`src/iae_pkg.sv`:
```
// ----------------------------------------------------------------------------
// iae_pkg: shared types and constants for the indexed array engine
// Sizes, opcode and status codes, request/response payloads and the command
// broadcast along the row of storage cells.
// ----------------------------------------------------------------------------
package iae_pkg;

	localparam int DEPTH        = 64;
	localparam int ELEMENT_BITS = 32;
	localparam int IDX_BITS     = $clog2(DEPTH);
	localparam int CNT_BITS     = $clog2(DEPTH + 1);
	localparam int GROUP_SIZE   = 8;
	localparam int NUM_GROUPS   = (DEPTH + GROUP_SIZE - 1) / GROUP_SIZE;

	localparam logic [2:0] OP_PUSH   = 3'd0;
	localparam logic [2:0] OP_POP    = 3'd1;
	localparam logic [2:0] OP_GET    = 3'd2;
	localparam logic [2:0] OP_SET    = 3'd3;
	localparam logic [2:0] OP_INSERT = 3'd4;
	localparam logic [2:0] OP_REMOVE = 3'd5;

	localparam logic [1:0] ST_OK     = 2'd0;
	localparam logic [1:0] ST_EMPTY  = 2'd1;
	localparam logic [1:0] ST_BADIDX = 2'd2;
	localparam logic [1:0] ST_FULL   = 2'd3;

	typedef logic [ELEMENT_BITS-1:0] entry_t;

	typedef struct packed {
		logic [2:0]  opcode;
		logic [5:0]  position;
		logic [31:0] element_in;
	} req_t;

	typedef struct packed {
		logic [1:0]  status;
		logic [31:0] element_out;
		logic [6:0]  live_count;
	} rsp_t;

	// command seen by every cell in the same cycle
	typedef struct packed {
		logic                up;
		logic                down;
		logic                wr;
		logic                rd;
		logic [IDX_BITS-1:0] idx;
		logic [IDX_BITS-1:0] rd_idx;
		entry_t              value;
	} cell_cmd_t;

	typedef struct packed {
		logic [1:0]          status;
		logic [CNT_BITS-1:0] count;
	} result_t;

endpackage

```
`src/iae_cell.sv`:
```
// ----------------------------------------------------------------------------
// iae_cell: one storage slot of the element row
// Holds one element; on a command it keeps it, loads the new value, or takes
// the neighbour's value so the whole tail moves up or down together.
// ----------------------------------------------------------------------------
module iae_cell (
	input  logic                         clk,
	input  logic [iae_pkg::IDX_BITS-1:0] slot,
	input  iae_pkg::cell_cmd_t           cmd,
	input  iae_pkg::entry_t              left,
	input  iae_pkg::entry_t              right,
	output iae_pkg::entry_t              q,
	output iae_pkg::entry_t              rd_data
);

	iae_pkg::entry_t value_q;

	always_ff @(posedge clk) begin
		priority if (cmd.up && slot > cmd.idx) begin
			value_q <= left;
		end else if (cmd.down && slot >= cmd.idx) begin
			value_q <= right;
		end else if ((cmd.up || cmd.wr) && slot == cmd.idx) begin
			value_q <= cmd.value;
		end else begin
			value_q <= value_q;
		end
	end

	assign q = value_q;
	// old contents are read, before this cycle's update lands
	assign rd_data = (cmd.rd && slot == cmd.rd_idx) ? value_q : '0;

endmodule

```
`config.mk`:
```
export PLATFORM = sky130hd
export DESIGN_NAME = iae_cell
export DESIGN_NICKNAME = d
export VERILOG_FILES = /design/src/iae_pkg.sv /design/src/iae_cell.sv
export SDC_FILE = /design/constraint.sdc
export NUM_CORES = 1
export LEC_CHECK = 0
export ABC_CLOCK_PERIOD_IN_PS = 5450
export BUFFER_PORTS_ARGS = -buffer_cell sky130_fd_sc_hd__buf_2
export CAP_MARGIN = 30
export CORE_ASPECT_RATIO = 1.2
export CORE_MARGIN = 1.5
export CORE_UTILIZATION = 40
export CTS_CLUSTER_SIZE = 40
export DETAILED_ROUTE_END_ITERATION = 8
export PLACE_DENSITY = 0.93
export SLEW_MARGIN = 40
export SYNTH_ARGS = -nofsm -noshare
export SYNTH_HDL_FRONTEND = slang
export SYNTH_SLANG_ARGS = --single-unit
```
`constraint.sdc`:
```
create_clock -name clk -period 5.45 [get_ports clk]
set_input_delay 0.545 -clock clk [delete_from_list [all_inputs] [get_ports clk]]
set_output_delay 0.545 -clock clk [all_outputs]
set_load 0.01 [all_outputs]
```
======== Word-level counts from Yosys, hierarchy flattened ========
Index checks and enable logic that the tools add are counted.
cells by class
  $add $sub $neg .......................... 0
  $mul .................................... 0
  div/mod/pow operators ................... 0
  magnitude comparators ................... 2
  eq/ne operators ......................... 2
  shift-type cells ........................ 0
  mux-type cells .......................... 4
  bitwise operators ....................... 0
  reductions and logical operators ........ 6
operators by type and width
  cell                               count
  32-bit 2-to-1 mux                  4
  6-bit == test                      2
  6-bit greater-or-equal comparator  1
  6-bit greater-than comparator      1
  1-bit logical AND                  4
  3-bit nonzero test                 1
  1-bit logical OR                   1
word-level totals
  bits in registers ....................... 32
  bits in latches ......................... 0
  bits in writable memories ............... 0
  ROM bits ................................ 0
  logic and storage cells ................. 15
  memories ................................ 0

======== Logic depth before layout (Yosys ltp) ========
Gate-level depths: netlist of the first run.
  depth in word-level cells ............... 5
  mapped depth ............................ 8

======== Worst setup path before layout of the first run ========
Ideal clock, no wire load.
  kind .................................... input -> register
  from .................................... in cmd[43] (netlist name)
  to ...................................... reg value_q[0] (netlist: q[0]) (enable)
  arrival ................................. 3000 ps
  required time ........................... 5018 ps
  slack ................................... 2018 ps
  stages on the path ...................... 6
  buffers on the path ..................... 0
  path through ............................ inv_1 > ha_1 > nand4_1 > a21oi_1 > nor3_1 > a21oi_1
between the ends
  cells in the longest elaborated chain, start to end .. 3
  elaborated cells on any way between the ends .. 7
RTL lines
  item                                                   RTL line                                        source
  start: declaration                                     iae_cell.sv:9                                   input iae_pkg::cell_cmd_t cmd,
  6-bit greater-than comparator (tied with other cells)  iae_cell.sv:19                                  priority if (cmd.up && slot > cmd.idx) begin
  1-bit logical AND (on tied branches)                   iae_cell.sv:19, iae_cell.sv:21, iae_cell.sv:23
  3-bit nonzero test (no source line) *                  -
  end signal: assignment                                 iae_cell.sv:20                                  value_q <= left;
  end signal: assignment                                 iae_cell.sv:22                                  value_q <= right;
  end signal: assignment                                 iae_cell.sv:24                                  value_q <= cmd.value;
  end: declaration                                       iae_cell.sv:16                                  iae_pkg::entry_t value_q;
Mark *: on every way between the ends. The rest lies on a longest branch, timed or not.
A chain may end at the register's enable or synchronous reset.

======== Worst setup path in the final report of the first run ========
  from .................................... in slot[3] (netlist name)
  to ...................................... reg value_q[26] (netlist: q[26]) (data pin)
between the ends
  cells in the longest elaborated chain, start to end .. 4
  elaborated cells on any way between the ends .. 6
RTL lines
  item                               RTL line        source
  start: declaration                 iae_cell.sv:8   input logic [iae_pkg::IDX_BITS-1:0] slot,
  6-bit greater-or-equal comparator  iae_cell.sv:21  end else if (cmd.down && slot >= cmd.idx) begin
  1-bit logical AND                  iae_cell.sv:21
  32-bit 2-to-1 mux                  iae_cell.sv:21
  32-bit 2-to-1 mux *                iae_cell.sv:19
Marks and branches as above.

==> run summary, run 1 <==
area occupied by multi-input gates: 1090 µm²
hold buffer count at cts: 0
Synth top area share: 0.455
fill count: 424
Reg clk slew, reported paths: 70 ps
setup tns final: 0 ps
max frequency: 375 MHz
post-CTS sizing: 0
diode count: 0
layout cells sized above 1: 0.513
Initial DRC Count: 48
Syn-to-layout area delta: 51.7%
crit-path max FO: 34
number of global-route vias before repair: 1979
port buffer count: 182
Num CTS Buffers: 5
Worst slew margin: 0.551
Seq/Total Area, Yosys: 0.455
via count: 2178
worst-margin pin slew: 669 ps
first-pass GRT wire length: 8630 µm
All-Layer GR Usage: 0.189
H-tree depth: 2
aggregate global routing overflow: 0
Yosys cell types: 22
Critical Path RT: 5460 ps
max FFs per register: 32
Hold Path Sink: q[3]$_DFFE_PP_
Die Y: 82.6 µm
CP startpoint kind: input port
outcome: finished, final reports clean
syn nets: 333
Setup Viol. Count Final: 0
Max-cap violations: 0
Hold Crit Start: left[3]
full die area: 5720 µm²
fin. max-slew vios: 0
Final Hold Vio Count: 0
HP Class: input port to flip-flop
antenna viol nets, final: 0
Critical Path End Type: flip-flop
Avg Cell Area, Syn: 10.1 µm²
Nets: 516
most area-consuming cells after synthesis: edfxtp_1 46%, mux2i_1 15%, and2_1 9.5%
synth warn: 0
Crit path arrival time: 2680 ps
Max VDD drop: 0.000157 V
pwr dens: 234 nW/µm²
dpl hpwl: 4960 µm
Cells after Synth: 208
#FFs+latches synth: 32
Setup CP Type: input port to flip-flop
I/O Pins: 183
average via count per standard cell: 4.82
RSZ-0062 raised after global routing: false
routability congestion estimate: 0.736
Min Clock Period, post-route: 2660 ps
Starting Density: 0.421
cell area after synthesis: 2110 µm²
CTS tree: yes
cell type with the largest total area after synthesis: edfxtp_1
core outline area: 5010 µm²
# rows: 28
Routed WL: 6000 µm
DRT Pass-1 Iters: 4
fin crit share: 0.489
largest net degree at the start of global routing: 35
routed len/inst: 13.3 µm
number of setup buffers added after CTS: 0
Sequential Area: 961 µm²
initial antenna violation count: 0
Clk Tree Root Cell: clkbuf_8
hold path depth: 3
Leak: 1.78 nW
clock buffer depth: 2
Die Width: 69.3 µm
drt drc: 0
Sink Count: 32
Post-Route Utilization: 0.639
-- cell usage in the layout (no fill, tap or decap), drive strengths merged, types with 5 or more instances in the layout --
cell type    n
clkbuf       5
buf        188
inv          7
a21oi       35
mux2i       32
ha           6
nor2        34
and2        32
edfxtp      32
-- per-stage QoR --
stage	hold slack [ps]	cells	power, mW	cell area (µm²)	worst slack [ps]
6_report	588	452	0.748	3200	2790
5_1_grt	589	452	0.788	3200	2580
4_1_cts	576	452	0.756	3200	2730
3_5_place_dp	869	444	0.578	3120	2530
3_3_place_gp	862	442	0.564	3080	2480
2_1_floorplan	775	208	0.466	2110	2020
-- worst max-delay path, stage by stage --
cell	delay, ps
buf_2	120
ha_1	310
nand4_1	160
a21oi_1	130
o311ai_4	610
buf_4	330
buf_4	330
a21oi_1	120
-- power by group --
part | switching, mW | internal [mW] | leakage, nW
sequential | 0.0187 | 0.329 | 0.307
combinational | 0.118 | 0.105 | 1.42
clock | 0.0893 | 0.0889 | 0.0479
-- how the worst max path moves through the flow --
stage | start | endpoint | slack (ps) | depth (start not counted)
final | slot[3] | q[26]$_DFFE_PP_ | 2790 | 8
after global routing | slot[3] | q[26]$_DFFE_PP_ | 2580 | 9
after CTS | slot[0] | rd_data[26] | 2730 | 7
after detailed placement | slot[3] | q[26]$_DFFE_PP_ | 2530 | 8
after global placement | slot[0] | rd_data[20] | 2480 | 7
after floorplan | cmd[43] | q[0]$_DFFE_PP_ | 2020 | 6
-- kinds of logic (layout without fill, tap and decap cells) --
logic type | Yosys count | count (layout) | share of synthesized area
AO/OA/AOI/OAI | 39 | 39 | 0.111
XOR/XNOR | 6 | 6 | 0.0249
adder cells (fa/ha/maj) | 6 | 6 | 0.0356
buffers and inverters | 19 | 203 | 0.0456
flip-flops | 32 | 32 | 0.455
multiplexers | 32 | 32 | 0.152
AND/OR/NAND/NOR | 74 | 74 | 0.176
-- routing by layer --
| layer | vias to the layer above | wire (µm) | GRT usage |
|---|---|---|---|
| li1 | 1094 | - | - |
| met1 | 978 | 2180 | 0.188 |
| met2 | 102 | 3410 | 0.394 |
| met3 | 4 | 364 | 0.0461 |
| met4 | 0 | 44 | 0.0471 |
| met5 | - | 0 | 0 |
-- layout make-up --
type,instances,area share
inverters,7,0.00820
clock buffers,5,0.0215
repair buffers,188,0.301
flip-flops and latches,32,0.300
multi-input cells,157,0.340
well taps,60,0.0234
clock inverters,3,0.00586
-- cell usage after synthesis, drive strengths merged --
cell type	count
nor2	34
inv	7
o41ai	1
nand2b	1
nor3	1
ha	6
a21oi	35
clkbuf	7
and2	32
nand2	2
a21o	1
mux2i	32
a211oi	1
xor2	3
nand4	2
or2	1
o311ai	1
nor4	1
buf	5
edfxtp	32
xnor2	3
No activity file was read; power rests on OpenSTA's default activity.
==> run 2, diff against run 1 <==
Settings changed: ABC_CLOCK_PERIOD_IN_PS 5450 to 2700, CORE_UTILIZATION 40 to 38, PLACE_DENSITY 0.93 to 0.89.
Clock period 5.45 ns to 2.7 ns, I/O delays scaled along.
==> run 2 against run 1 <==
Power up 97%. Die area is 5.0% higher. Cell area decreased by 0.55%. Critical endpoint is now q[8]$_DFFE_PP_. Largest cell class unchanged. Largest power group unchanged.
==> run summary, run 2 (synthesized netlist as in run 1, its figures left out) <==
outcome: finished, final reports clean
dpl hpwl: 4730 µm
post-CTS sizing: 0
number of global-route vias before repair: 2048
power share of the combinational group: 0.300
core outline area: 5330 µm²
setup tns final: 0 ps
All-Layer GR Usage: 0.185
full die area: 6010 µm²
crit-path max FO: 16
max FFs per register: 32
# rows: 29
hold buffer count at cts: 0
Crit path arrival time: 2030 ps
Setup Viol. Count Final: 0
first-pass GRT wire length: 8740 µm
Critical Path RT: 2710 ps
Sink Count: 32
fin. max-slew vios: 0
layout cells sized above 1: 0.508
Starting Density: 0.396
routability congestion estimate: 0.831
Psw: 0.430 mW
worst setup margin: 676 ps
diode count: 0
Int Pwr: 1.04 mW
Syn-to-layout area delta: 50.9%
Max-cap violations: 0
CP startpoint kind: input port
Routed WL: 5800 µm
Die Width: 71.0 µm
Setup CP Type: input port to flip-flop
H-tree depth: 2
Min Clock Period, post-route: 2020 ps
Critical Path End Type: flip-flop
hold path depth: 3
RSZ-0062 raised after global routing: false
aggregate global routing overflow: 0
routed len/inst: 12.8 µm
clock buffer depth: 2
via count: 2184
Final Hold Vio Count: 0
Die Y: 84.6 µm
Initial DRC Count: 57
Leak: 1.77 nW
Max VDD drop: 0.000350 V
commonest non-fill, non-tap cell in the layout: buf_2
dpl ws: 386 ps
Clk Tree Root Cell: clkbuf_8
fill count: 469
port buffer count: 182
I/O Pins: 183
CTS tree: yes
Nets: 517
Num CTS Buffers: 5
pwr dens: 463 nW/µm²
Crit. Startpoint: slot[3]
fin crit share: 0.750
max frequency: 494 MHz
crit path capture: q[8]$_DFFE_PP_
average via count per standard cell: 4.81
switching share of power: 0.292
initial antenna violation count: 0
Seq pwr share: 0.478
antenna viol nets, final: 0
worst-margin pin slew: 483 ps
HP Class: input port to flip-flop
DRT Pass-1 Iters: 5
commonest non-fill, non-tap cells in the layout: 182 x buf_2, 34 x a21oi_1, 34 x nor2_1
number of setup buffers added after CTS: 0
Reg clk slew, reported paths: 60 ps
drt drc: 0
Worst slew margin: 0.678
clock power share: 0.223
largest net degree at the start of global routing: 33
[run 2: metrics by stage]
stage	instance area, µm²	instances	power, mW	utilization	hold slack, ps
3_5_place_dp	3110	447	1.16	0.583	594
4_1_cts	3190	454	1.50	0.597	304
6_report	3190	454	1.47	0.597	317
2_1_floorplan	2110	208	0.940	-	500
5_1_grt	3190	454	1.56	0.597	321
3_3_place_gp	3110	447	1.14	0.583	586
[run 2: cell type report]
cell class                 count  area, µm²  area share
clock buffer                   5       68.8      0.0216
clock inverter                 2       7.51     0.00236
inverter                       7       26.3     0.00825
multi-input combinational    157       1080       0.339
sequential                    32        961       0.302
tap                           62       77.6      0.0244
timing repair buffer         189        963       0.302
[run 2: power groups by stage]
stage | Combinational (mW) | Sequential (mW) | Clock [mW]
finish | 0.442 | 0.704 | 0.329
global placement | 0.434 | 0.710 | 0
detailed placement | 0.447 | 0.715 | 0
global route | 0.485 | 0.714 | 0.365
floorplan | 0.186 | 0.755 | 0
CTS | 0.449 | 0.706 | 0.345
[run 2: how the worst min path moves through the flow]
stage	to	from
global placement	q[16]$_DFFE_PP_	left[16]
CTS	q[10]$_DFFE_PP_	left[10]
global route	q[10]$_DFFE_PP_	left[10]
finish	q[17]$_DFFE_PP_	left[17]
detailed placement	q[10]$_DFFE_PP_	left[10]
floorplan	q[0]$_DFFE_PP_	left[0]
[run 2: worst max-delay path, cell delays in order]
cell     delay (ps)
buf_2           110
ha_1            310
nand4_1         140
a21oi_1         130
o41ai_4         370
buf_4           330
mux2i_1         270
a21oi_1         100
[run 2: layer usage]
metal,track usage,up-vias,routed length (µm)
met3,0.0504,4,371
met2,0.370,98,3300
met5,0,-,0
met1,0.176,984,2080
met4,0.0617,0,46
li1,-,1098,-
