===== src/iae_pkg.sv =====
// ----------------------------------------------------------------------------
// iae_pkg: shared types and constants for the indexed array engine
// Sizes, opcode and status codes, request/response payloads and the command
// broadcast along the row of storage cells.
// ----------------------------------------------------------------------------
package iae_pkg;

	localparam int DEPTH        = 64;
	localparam int ELEMENT_BITS = 32;
	localparam int IDX_BITS     = $clog2(DEPTH);
	localparam int CNT_BITS     = $clog2(DEPTH + 1);
	localparam int GROUP_SIZE   = 8;
	localparam int NUM_GROUPS   = (DEPTH + GROUP_SIZE - 1) / GROUP_SIZE;

	localparam logic [2:0] OP_PUSH   = 3'd0;
	localparam logic [2:0] OP_POP    = 3'd1;
	localparam logic [2:0] OP_GET    = 3'd2;
	localparam logic [2:0] OP_SET    = 3'd3;
	localparam logic [2:0] OP_INSERT = 3'd4;
	localparam logic [2:0] OP_REMOVE = 3'd5;

	localparam logic [1:0] ST_OK     = 2'd0;
	localparam logic [1:0] ST_EMPTY  = 2'd1;
	localparam logic [1:0] ST_BADIDX = 2'd2;
	localparam logic [1:0] ST_FULL   = 2'd3;

	typedef logic [ELEMENT_BITS-1:0] entry_t;

	typedef struct packed {
		logic [2:0]  opcode;
		logic [5:0]  position;
		logic [31:0] element_in;
	} req_t;

	typedef struct packed {
		logic [1:0]  status;
		logic [31:0] element_out;
		logic [6:0]  live_count;
	} rsp_t;

	// command seen by every cell in the same cycle
	typedef struct packed {
		logic                up;
		logic                down;
		logic                wr;
		logic                rd;
		logic [IDX_BITS-1:0] idx;
		logic [IDX_BITS-1:0] rd_idx;
		entry_t              value;
	} cell_cmd_t;

	typedef struct packed {
		logic [1:0]          status;
		logic [CNT_BITS-1:0] count;
	} result_t;

endpackage


===== src/iae_ctrl.sv =====
// ----------------------------------------------------------------------------
// iae_ctrl: command decode and fill count
// Checks each request against the fill count, sets the status and new count,
// and builds the shift/write/read command broadcast to the cell row.
// ----------------------------------------------------------------------------
module iae_ctrl (
	input  logic               clk,
	input  logic               arst_n,
	input  logic               accept,
	input  iae_pkg::req_t      req,
	output iae_pkg::cell_cmd_t cmd,
	output iae_pkg::result_t   res
);

	logic [iae_pkg::CNT_BITS-1:0] count_q;
	logic [iae_pkg::CNT_BITS-1:0] pos_c;
	logic                         full;
	logic                         empty;
	logic                         up_c;
	logic                         down_c;
	logic                         wr_c;
	logic                         rd_c;

	always_comb begin
		pos_c = iae_pkg::CNT_BITS'(req.position);
		full = (count_q == iae_pkg::CNT_BITS'(iae_pkg::DEPTH));
		empty = (count_q == '0);
		up_c = 1'b0;
		down_c = 1'b0;
		wr_c = 1'b0;
		rd_c = 1'b0;
		cmd.idx = iae_pkg::IDX_BITS'(req.position);
		cmd.rd_idx = iae_pkg::IDX_BITS'(req.position);
		cmd.value = req.element_in[iae_pkg::ELEMENT_BITS-1:0];
		res.status = iae_pkg::ST_OK;
		res.count = count_q;
		unique case (req.opcode)
			iae_pkg::OP_PUSH: begin
				if (full) begin
					res.status = iae_pkg::ST_FULL;
				end else begin
					wr_c = 1'b1;
					cmd.idx = iae_pkg::IDX_BITS'(count_q);
					res.count = count_q + 1'b1;
				end
			end
			iae_pkg::OP_POP: begin
				if (empty) begin
					res.status = iae_pkg::ST_EMPTY;
				end else begin
					rd_c = 1'b1;
					cmd.rd_idx = iae_pkg::IDX_BITS'(count_q - 1'b1);
					res.count = count_q - 1'b1;
				end
			end
			iae_pkg::OP_GET: begin
				if (pos_c >= count_q) begin
					res.status = iae_pkg::ST_BADIDX;
				end else begin
					rd_c = 1'b1;
				end
			end
			iae_pkg::OP_SET: begin
				if (pos_c >= count_q) begin
					res.status = iae_pkg::ST_BADIDX;
				end else begin
					wr_c = 1'b1;
				end
			end
			iae_pkg::OP_INSERT: begin
				// index is checked before fullness
				if (pos_c > count_q) begin
					res.status = iae_pkg::ST_BADIDX;
				end else if (full) begin
					res.status = iae_pkg::ST_FULL;
				end else begin
					up_c = 1'b1;
					res.count = count_q + 1'b1;
				end
			end
			iae_pkg::OP_REMOVE: begin
				if (pos_c >= count_q) begin
					res.status = iae_pkg::ST_BADIDX;
				end else begin
					rd_c = 1'b1;
					down_c = 1'b1;
					res.count = count_q - 1'b1;
				end
			end
			default: begin
				res.status = iae_pkg::ST_BADIDX;
			end
		endcase
		cmd.up = up_c && accept;
		cmd.down = down_c && accept;
		cmd.wr = wr_c && accept;
		cmd.rd = rd_c && accept;
	end

	always_ff @(posedge clk or negedge arst_n) begin
		if (!arst_n) begin
			count_q <= '0;
		end else if (accept) begin
			count_q <= res.count;
		end
	end

	a_count_bound: assert property (@(posedge clk) disable iff (!arst_n)
		count_q <= iae_pkg::CNT_BITS'(iae_pkg::DEPTH))
		else $error("fill count above capacity");

	a_push_grows: assert property (@(posedge clk) disable iff (!arst_n)
		accept && req.opcode == iae_pkg::OP_PUSH && res.status == iae_pkg::ST_OK
		|=> count_q == iae_pkg::CNT_BITS'($past(count_q) + 1'b1))
		else $error("push did not grow the count");

	a_refused_holds: assert property (@(posedge clk) disable iff (!arst_n)
		accept && res.status != iae_pkg::ST_OK |=> count_q == $past(count_q))
		else $error("refused request changed the count");

	a_no_shift_refused: assert property (@(posedge clk) disable iff (!arst_n)
		res.status != iae_pkg::ST_OK |-> !(cmd.up || cmd.down || cmd.wr || cmd.rd))
		else $error("refused request reached the cell row");

endmodule


===== config.mk =====
export PLATFORM = sky130hd
export DESIGN_NAME = iae_ctrl
export DESIGN_NICKNAME = d
export VERILOG_FILES = /design/src/iae_pkg.sv /design/src/iae_ctrl.sv
export SDC_FILE = /design/constraint.sdc
export NUM_CORES = 1
export LEC_CHECK = 0
export BUFFER_PORTS_ARGS = -buffer_cell sky130_fd_sc_hd__buf_2
export CAP_MARGIN = 10
export CELL_PAD_IN_SITES_DETAIL_PLACEMENT = 1
export CELL_PAD_IN_SITES_GLOBAL_PLACEMENT = 1
export CORE_MARGIN = 2
export CORE_UTILIZATION = 30
export CTS_CLUSTER_DIAMETER = 40
export DETAILED_ROUTE_END_ITERATION = 8
export PLACE_DENSITY = 0.87
export REMOVE_ABC_BUFFERS = 1
export SKIP_CTS_REPAIR_TIMING = 1
export SLEW_MARGIN = 20
export SYNTH_ARGS = -nofsm -noshare
export SYNTH_HDL_FRONTEND = slang
export SYNTH_SLANG_ARGS = --single-unit

===== constraint.sdc =====
create_clock -name clk -period 6.3 [get_ports clk]
set_clock_uncertainty 0.05 [all_clocks]
set_input_delay 0.63 -clock clk [delete_from_list [all_inputs] [get_ports clk]]
set_output_delay 0.63 -clock clk [all_outputs]
set_load 0.03 [all_outputs]

# Word level (Yosys, flattened, before mapping)
# Index checks and enable logic that the tools add are counted.
# totals
ff_bits,7
inputBits,44
# op_classes
addsub,2
order_cmp,2
n_eq_ne,6
n_mux,22
reduce_logical,8
# ops
op,count
$mux 7,4
$pmux 7 s4,1
$mux 6,4
$pmux 2 s4,1
$add 7x1->7 const B,1
$eq 7x7->1 const B,1
$ge 6x7->1,1
$gt 6x7->1,1
$logic_not 7->1,1
$mux 1,7
$sub 7x1->7 const B,1
$eq 3x2->1 const B,2
$eq 3x3->1 const B,2
$mux 2,3
$logic_and 1x1->1,4
$pmux 1 s2,2
$eq 3x1->1 const B,1
$logic_not 3->1,1
$reduce_or 3->1,1
$reduce_or 2->1,1

# Logic depth before layout (Yosys ltp)
# Gate-level depths: netlist (run 1).
# logic_depth
ltp_word,5
depth_mapped,10

# Least setup slack after synthesis (run 1)
# No wires, ideal clock.
# synth_timing
path_kind,input -> output
startpoint,input port req[32] (netlist name)
endpoint,output port res[5] (netlist name)
t_arrival_ns,2.633
setup_slack_ns,2.987
path_stages,8
path_buffers,0
path_cell_list,inv_1 > ha_1 > nand2b_4 > a211o_1 > a21o_1 > o21ai_2 > a21oi_1 > o21ai_0
# synth_rtl
element,line,rtl
start: declaration,iae_ctrl.sv:10,"input iae_pkg::req_t req,"
end: declaration,iae_ctrl.sv:12,output iae_pkg::result_t res

==> metrics.txt, run 1 <==
Post-synth EDFFs 0; min Tclk post-route 3950 ps; Cell variety after synth 53; Routed Antenna Nets 0; first-pass GRT wire length 9.00 mm; min-delay worst type in2async; Setup crit start kind flop; initial antenna violation count 0; First-pass DRT Iterations 4; complex-gate fraction of the synthesized area 0.271; root buffer cell clkbuf_8; YS warnings 0; largest area contributor in the synthesized netlist buf_4; dominant synthesized flop cell dfrtp_1; DPL Wire Length 4.64 mm; Achievable Freq 253 MHz; Commonest cells post-synth 34 x buf_4, 19 x nand2_1, 19 x o21ai_0; Final Total Pwr 0.643 mW; max FFs per register 7; worst slew pin tran 987 ps; Die H 76.0 um; mapped cell area 0.00155 mm2; Sink Count 7; diode count 0; CTS H-Tree Depth 1; main combinational cell family by area after synthesis compound AO/OA/AOI/OAI gates; Clk Latency, worst-skew pair 230 ps; Port Buf Inserts 36; top post-synthesis cells by area buf_4 16%, dfrtp_1 11%, ha_1 6.4%; DIE WIDTH 76.0 um; final setup violation count 0; Setup TNS Final 0 ps; largest net degree at the start of global routing 17; Die ar. 0.00577 mm2; Core Rows 26; Post-Synth Simple-Gate Area 0.260; mux contribution to synthesized area 0.00725; Via-to-Cell Ratio 5.71; Mapped Cells 216; DR WL/cell 20.6 um; Bufs on Longest Clock Path 2; Crit Path Category reg2out; Core Area 0.00504 mm2; most frequent cell after synthesis buf_4; Peak VDD IR 0.0000854 V; Max transition margin 0.339; initial core utilization 0.308; Max-cap violations 0; number of synthesized register bits 7; Synth Area in Adders 0.0644; Seq/Total Area, Yosys 0.113; WP data required 5620 ps; vias in the first global route 1606; unrepaired setup endpoints after global routing false; final hold violation count 0; run status complete, no violations; Worst Setup SP count_q[4]; routed vias 1610; Critical Path AT 3270 ps; Worst Setup End Kind output port; Final Max Tran Viols 0; Num CTS Buffers 3; total gr overflow 0; layout cell share with drive strength beyond 1 0.241; CTS tree built; Final period util 0.627; pwr dens 417 mW/mm2; leak pwr 0.701 nW; fin util 0.305; Area Growth Syn to Fin -0.885%; DRC 0; Crit Path Max Fanout 12; Final nets 265; Synth Area per Inst 7.19 um2; post-synth top area share 0.164; DRT iter0 DRCs 114; gp weighted congestion 0.881; I/O pin count 101; total length of routed wires 5.82 mm; Biggest register count_q; clock-pin transition on the worst setup and hold timing paths 40 ps; FFs w/ async S/R, synth 1.00; Reg-to-Reg Start count_q[4]; XOR/XNOR share of the synthesized area 0.0507; Largest regs count_q (7); Tot GR Track Use 0.195
## cell type report
| cell class | instances | area, um2 |
|---|---|---|
| clock buffers | 4 | 45.0 |
| fillers | 668 | 3500 |
| inverters | 10 | 37.5 |
| multi-input cells | 155 | 1010 |
| flip-flops and latches | 7 | 175 |
| well taps | 70 | 87.6 |
| repair buffers | 36 | 180 |
## final timing paths
kind	endpoint	slack (ps)	cells past startpoint
worst max-delay path	res[2]	2350	9
worst min-delay path	count_q[3]	180	1
worst max register to register	count_q[4]	3330	7
worst min register to register	count_q[1]	590	1
max in group asynchronous	count_q[6]	5850	1
min in group clk	count_q[1]	590	1
## power by group
| part | leakage (nW) | switching, mW | internal [mW] |
|---|---|---|---|
| clock network | 0.0228 | 0.0214 | 0.0439 |
| registers | 0.0876 | 0.0440 | 0.0621 |
| logic | 0.590 | 0.307 | 0.164 |
## critical path, cell delays in order (launching register included)
cell       delay (ps)
dfrtp_1           520
inv_1             130
ha_1              340
a211oi_1          340
nor2_1            140
o211ai_1          810
and3b_1           290
a2111oi_2          60
a32oi_1           180
buf_2             220
## per-layer routing
layer  GRT usage  up-vias  wire, um
met1       0.264      775      2630
li1            -      734         -
met2       0.287       99      2460
met5           0        -         0
met3       0.108        2       725
met4      0.0109        0        12
## cell families after synthesis
group | Yosys count
AND/OR/NAND/NOR | 76
adder cells (fa/ha/maj) | 8
XOR/XNOR | 9
buffers and inverters | 54
multiplexers | 1
AO/OA/AOI/OAI | 61
flip-flops | 7
## stage by stage
step,cell area (um2),std cells,hold slack [ps],setup slack (ps)
floorplan,1230,172,284,2770
global placement,1500,278,423,2620
detailed placement,1500,278,428,2530
CTS,1540,282,184,2380
global route,1540,282,184,2150
finish,1540,282,180,2350
## placed cells by master, fill, tap and decap left out, types with 2 or more instances in the layout
cell type	netlist	final
a31oi_1	2	2
buf_2	4	36
nand2_1	19	19
nand3_1	11	11
o211ai_1	4	4
a22o_1	5	5
clkbuf_8	2	3
xnor2_1	9	9
nor2_1	16	16
ha_1	8	8
nor3_1	5	5
o221ai_1	4	4
dfrtp_1	7	7
o21bai_1	2	2
nand4_1	4	4
and3_1	7	7
inv_1	9	9
a21oi_1	9	9
o21ai_0	19	19
or2_2	2	2
a211oi_1	2	2
(Power assumes the default switching activity.)
==> run 2, diff against run 1 <==
- ABC_AREA: unset -> 1
- CORE_UTILIZATION: 30 -> 29
- PLACE_DENSITY: 0.87 -> 0.83
- clock period: 6.3 -> 3.8 ns (I/O delays scaled with it)
==> run 2 against run 1 <==
Effect of this change: area after synthesis is 13% higher; clock power rose by 61%; combinational power grew 110%; clock-buffer cell count is the same; total power up 100%; worst hold slack better by 240 ps; via count is 14% higher; final cell count rose by 27%; synthesized cell count is 31% higher; routed wire length increased by 14%.
==> metrics.txt, run 2 <==
First-pass DRT Iterations 4 (unchanged); complex-gate fraction of the synthesized area 0.0832 (-0.187); P_int 0.483 mW (+79%); final hold violation count 0 (unchanged); Setup TNS Final 0 ps (unchanged); largest area contributor in the synthesized netlist nand2_1; Peak VDD IR 0.000335 V (+290%); Die H 81.9 um (+7.8%); Tot GR Track Use 0.202 (+0.00670); min-delay worst type in2reg; Commonest cells post-synth 83 x nand2_1, 33 x buf_4, 29 x nand3_1; Clk Latency, worst-skew pair 230 ps (about the same); Achievable Freq 333 MHz; most common cell after layout, fill and taps aside nand2_1; mux contribution to synthesized area 0 (-0.00725); Final nets 337 (+27%); root buffer cell clkbuf_8; Final period util 0.789; largest net degree at the start of global routing 13 (-4); Worst Setup End Kind output port; Post-Synth Simple-Gate Area 0.499 (+0.239); worst slew pin tran 788 ps (-199 ps); Area Growth Syn to Fin 1.99%; dominant synthesized flop cell dfrtp_1; worst reg2reg setup slack 1380 ps (-1950 ps); main combinational cell family by area after synthesis simple AND/OR/NAND/NOR gates; run status complete, no violations; combinational share of power 0.770 (+0.037); DR WL/cell 18.6 um (-10%); Largest regs count_q (7); Bufs on Longest Clock Path 2 (unchanged); gp weighted congestion 0.976 (+11%); most frequent cell after synthesis nand2_1; total length of routed wires 6.67 mm (+14%); Via-to-Cell Ratio 5.13 (-10%); Port Buf Inserts 36 (unchanged); post-synth top area share 0.177 (+0.0127); number of synthesized register bits 7 (unchanged); first-pass GRT wire length 10.0 mm (+11%); Seq/Total Area, Yosys 0.0995 (-0.0132); XOR/XNOR share of the synthesized area 0.0149 (-0.0358); min Tclk post-route 3000 ps; Crit Path Category reg2out; Setup crit start kind flop; initial core utilization 0.299 (-0.00908); final setup violation count 0 (unchanged); Hold Slack 424 ps (+244 ps); diode count 0 (unchanged); clock-pin transition on the worst setup and hold timing paths 40 ps (about the same); Critical Path AT 2570 ps (-700 ps); Max-cap violations 0 (unchanged); Clock power frac 0.080 (-0.022); Synth Area in Adders 0.0569 (-0.00755); pwr dens 733 mW/mm2 (+76%); Max transition margin 0.472 (+0.133); Synth Area per Inst 6.22 um2 (-14%); Final WS setup 801 ps (-1550 ps); Core Rows 28 (+7.7%); CTS H-Tree Depth 1 (unchanged); Post-synth EDFFs 0 (unchanged); layout cell share with drive strength beyond 1 0.282 (+0.0411); DIE WIDTH 81.9 um (+7.8%); Worst Hold Depth 3; worst hold endpoint count_q[4]; Num CTS Buffers 3 (unchanged); WP data required 3370 ps (-2250 ps); max FFs per register 7 (unchanged); pre-CTS worst setup slack 1050 ps (-1480 ps); initial antenna violation count 0 (unchanged); Crit Path Max Fanout 10 (-2); Switch Pwr 0.833 mW (+120%); DRT iter0 DRCs 120 (+5.3%); mapped cell area 0.00176 mm2 (+13%); YS warnings 0 (unchanged); Routed Antenna Nets 0 (unchanged); Cell variety after synth 34 (-36%); r2r endpoint count_q[1]; most frequent cells in the layout 83 x nand2_1, 36 x buf_2, 29 x nand3_1; I/O pin count 101 (unchanged); DPL Wire Length 5.38 mm (+16%); DRC 0 (unchanged); sequential share of power 0.150 (-0.015); CTS tree built; Die ar. 0.00671 mm2 (+16%); top post-synthesis cells by area nand2_1 18%, buf_4 14%, dfrtp_1 10%; leak pwr 0.917 nW (+31%); Reg2Reg Depth 13 (+6); total gr overflow 0 (unchanged); routed vias 1843 (+14%); Core Area 0.00589 mm2 (+17%); Sink Count 7 (unchanged); sw frac 0.633 (+0.0530); Mapped Cells 283 (+31%); vias in the first global route 1787 (+11%); Reg-to-Reg Start count_q[4]; Final Max Tran Viols 0 (unchanged); unrepaired setup endpoints after global routing false; min-delay src accept; FFs w/ async S/R, synth 1.00 (unchanged); Biggest register count_q
[run 2: cell types whose count changed in the layout (fill, tap and decap cells not counted), moves of 8 or more]
cell / change
inv_1: +12
inv_2: +11
nand2_1: +64
nand3_1: +18
o21ai_0: -16
xnor2_1: -8
[run 2: logic make-up after synthesis]
group,count (synthesis)
AND/OR/NAND/NOR,165
buffers and inverters,76
AO/OA/AOI/OAI,24
adder cells (fa/ha/maj),8
flip-flops,7
XOR/XNOR,3
[run 2: worst max-delay path by stage]
| stage | start | end | slack [ps] | depth (start not counted) |
|---|---|---|---|---|
| floorplan | count_q[4] | cmd[47] | 1200 | 9 |
| global route | count_q[4] | res[7] | 540 | 11 |
| finish | count_q[4] | res[1] | 800 | 12 |
| CTS | count_q[4] | res[1] | 780 | 12 |
| global placement | count_q[4] | res[7] | 1040 | 11 |
| detailed placement | count_q[4] | res[7] | 1050 | 11 |
[run 2: metal layers]
metal	GRT usage	routed length [um]	share of wire
met5	0	0	0
met4	0.0450	53	0.0080
met3	0.0945	757	0.11
met2	0.288	2840	0.43
met1	0.275	3010	0.45
[run 2: power groups by stage]
stage	Combinational [mW]	Sequential, mW	Clock (mW)
6_report	1.01	0.198	0.105
5_1_grt	1.12	0.207	0.113
4_1_cts	1.01	0.197	0.110
3_5_place_dp	1.01	0.198	0
3_3_place_gp	0.992	0.193	0
2_1_floorplan	0.757	0.172	0
[run 2: critical path, cell delays in order (launching register included)]
cell and delay [ps]:
dfrtp_1 550, inv_1 220, ha_1 350, nand2_1 70
nor3_2 150, nand2_1 150, nand2_4 180, nand2_4 120
nand2_1 80, nand2_1 100, nand2_1 100, nand3_2 80
buf_2 180
[run 2: area by class of cell]
| cell class | count | area, um2 |
|---|---|---|
| multi-input cells | 200 | 1150 |
| flip-flops and latches | 7 | 175 |
| inverters | 36 | 140 |
| repair buffers | 37 | 190 |
| well taps | 75 | 93.8 |
| fillers | 798 | 4090 |
| clock buffers | 4 | 45.0 |
[run 2: metrics by stage]
| stage | cell area [um2] | utilization | cells | power, mW |
|---|---|---|---|---|
| 3_5_place_dp | 1740 | 0.296 | 354 | 1.21 |
| 5_1_grt | 1800 | 0.305 | 359 | 1.44 |
| 3_3_place_gp | 1740 | 0.296 | 354 | 1.19 |
| 2_1_floorplan | 1470 | - | 243 | 0.929 |
| 6_report | 1800 | 0.305 | 359 | 1.32 |
| 4_1_cts | 1790 | 0.303 | 358 | 1.32 |
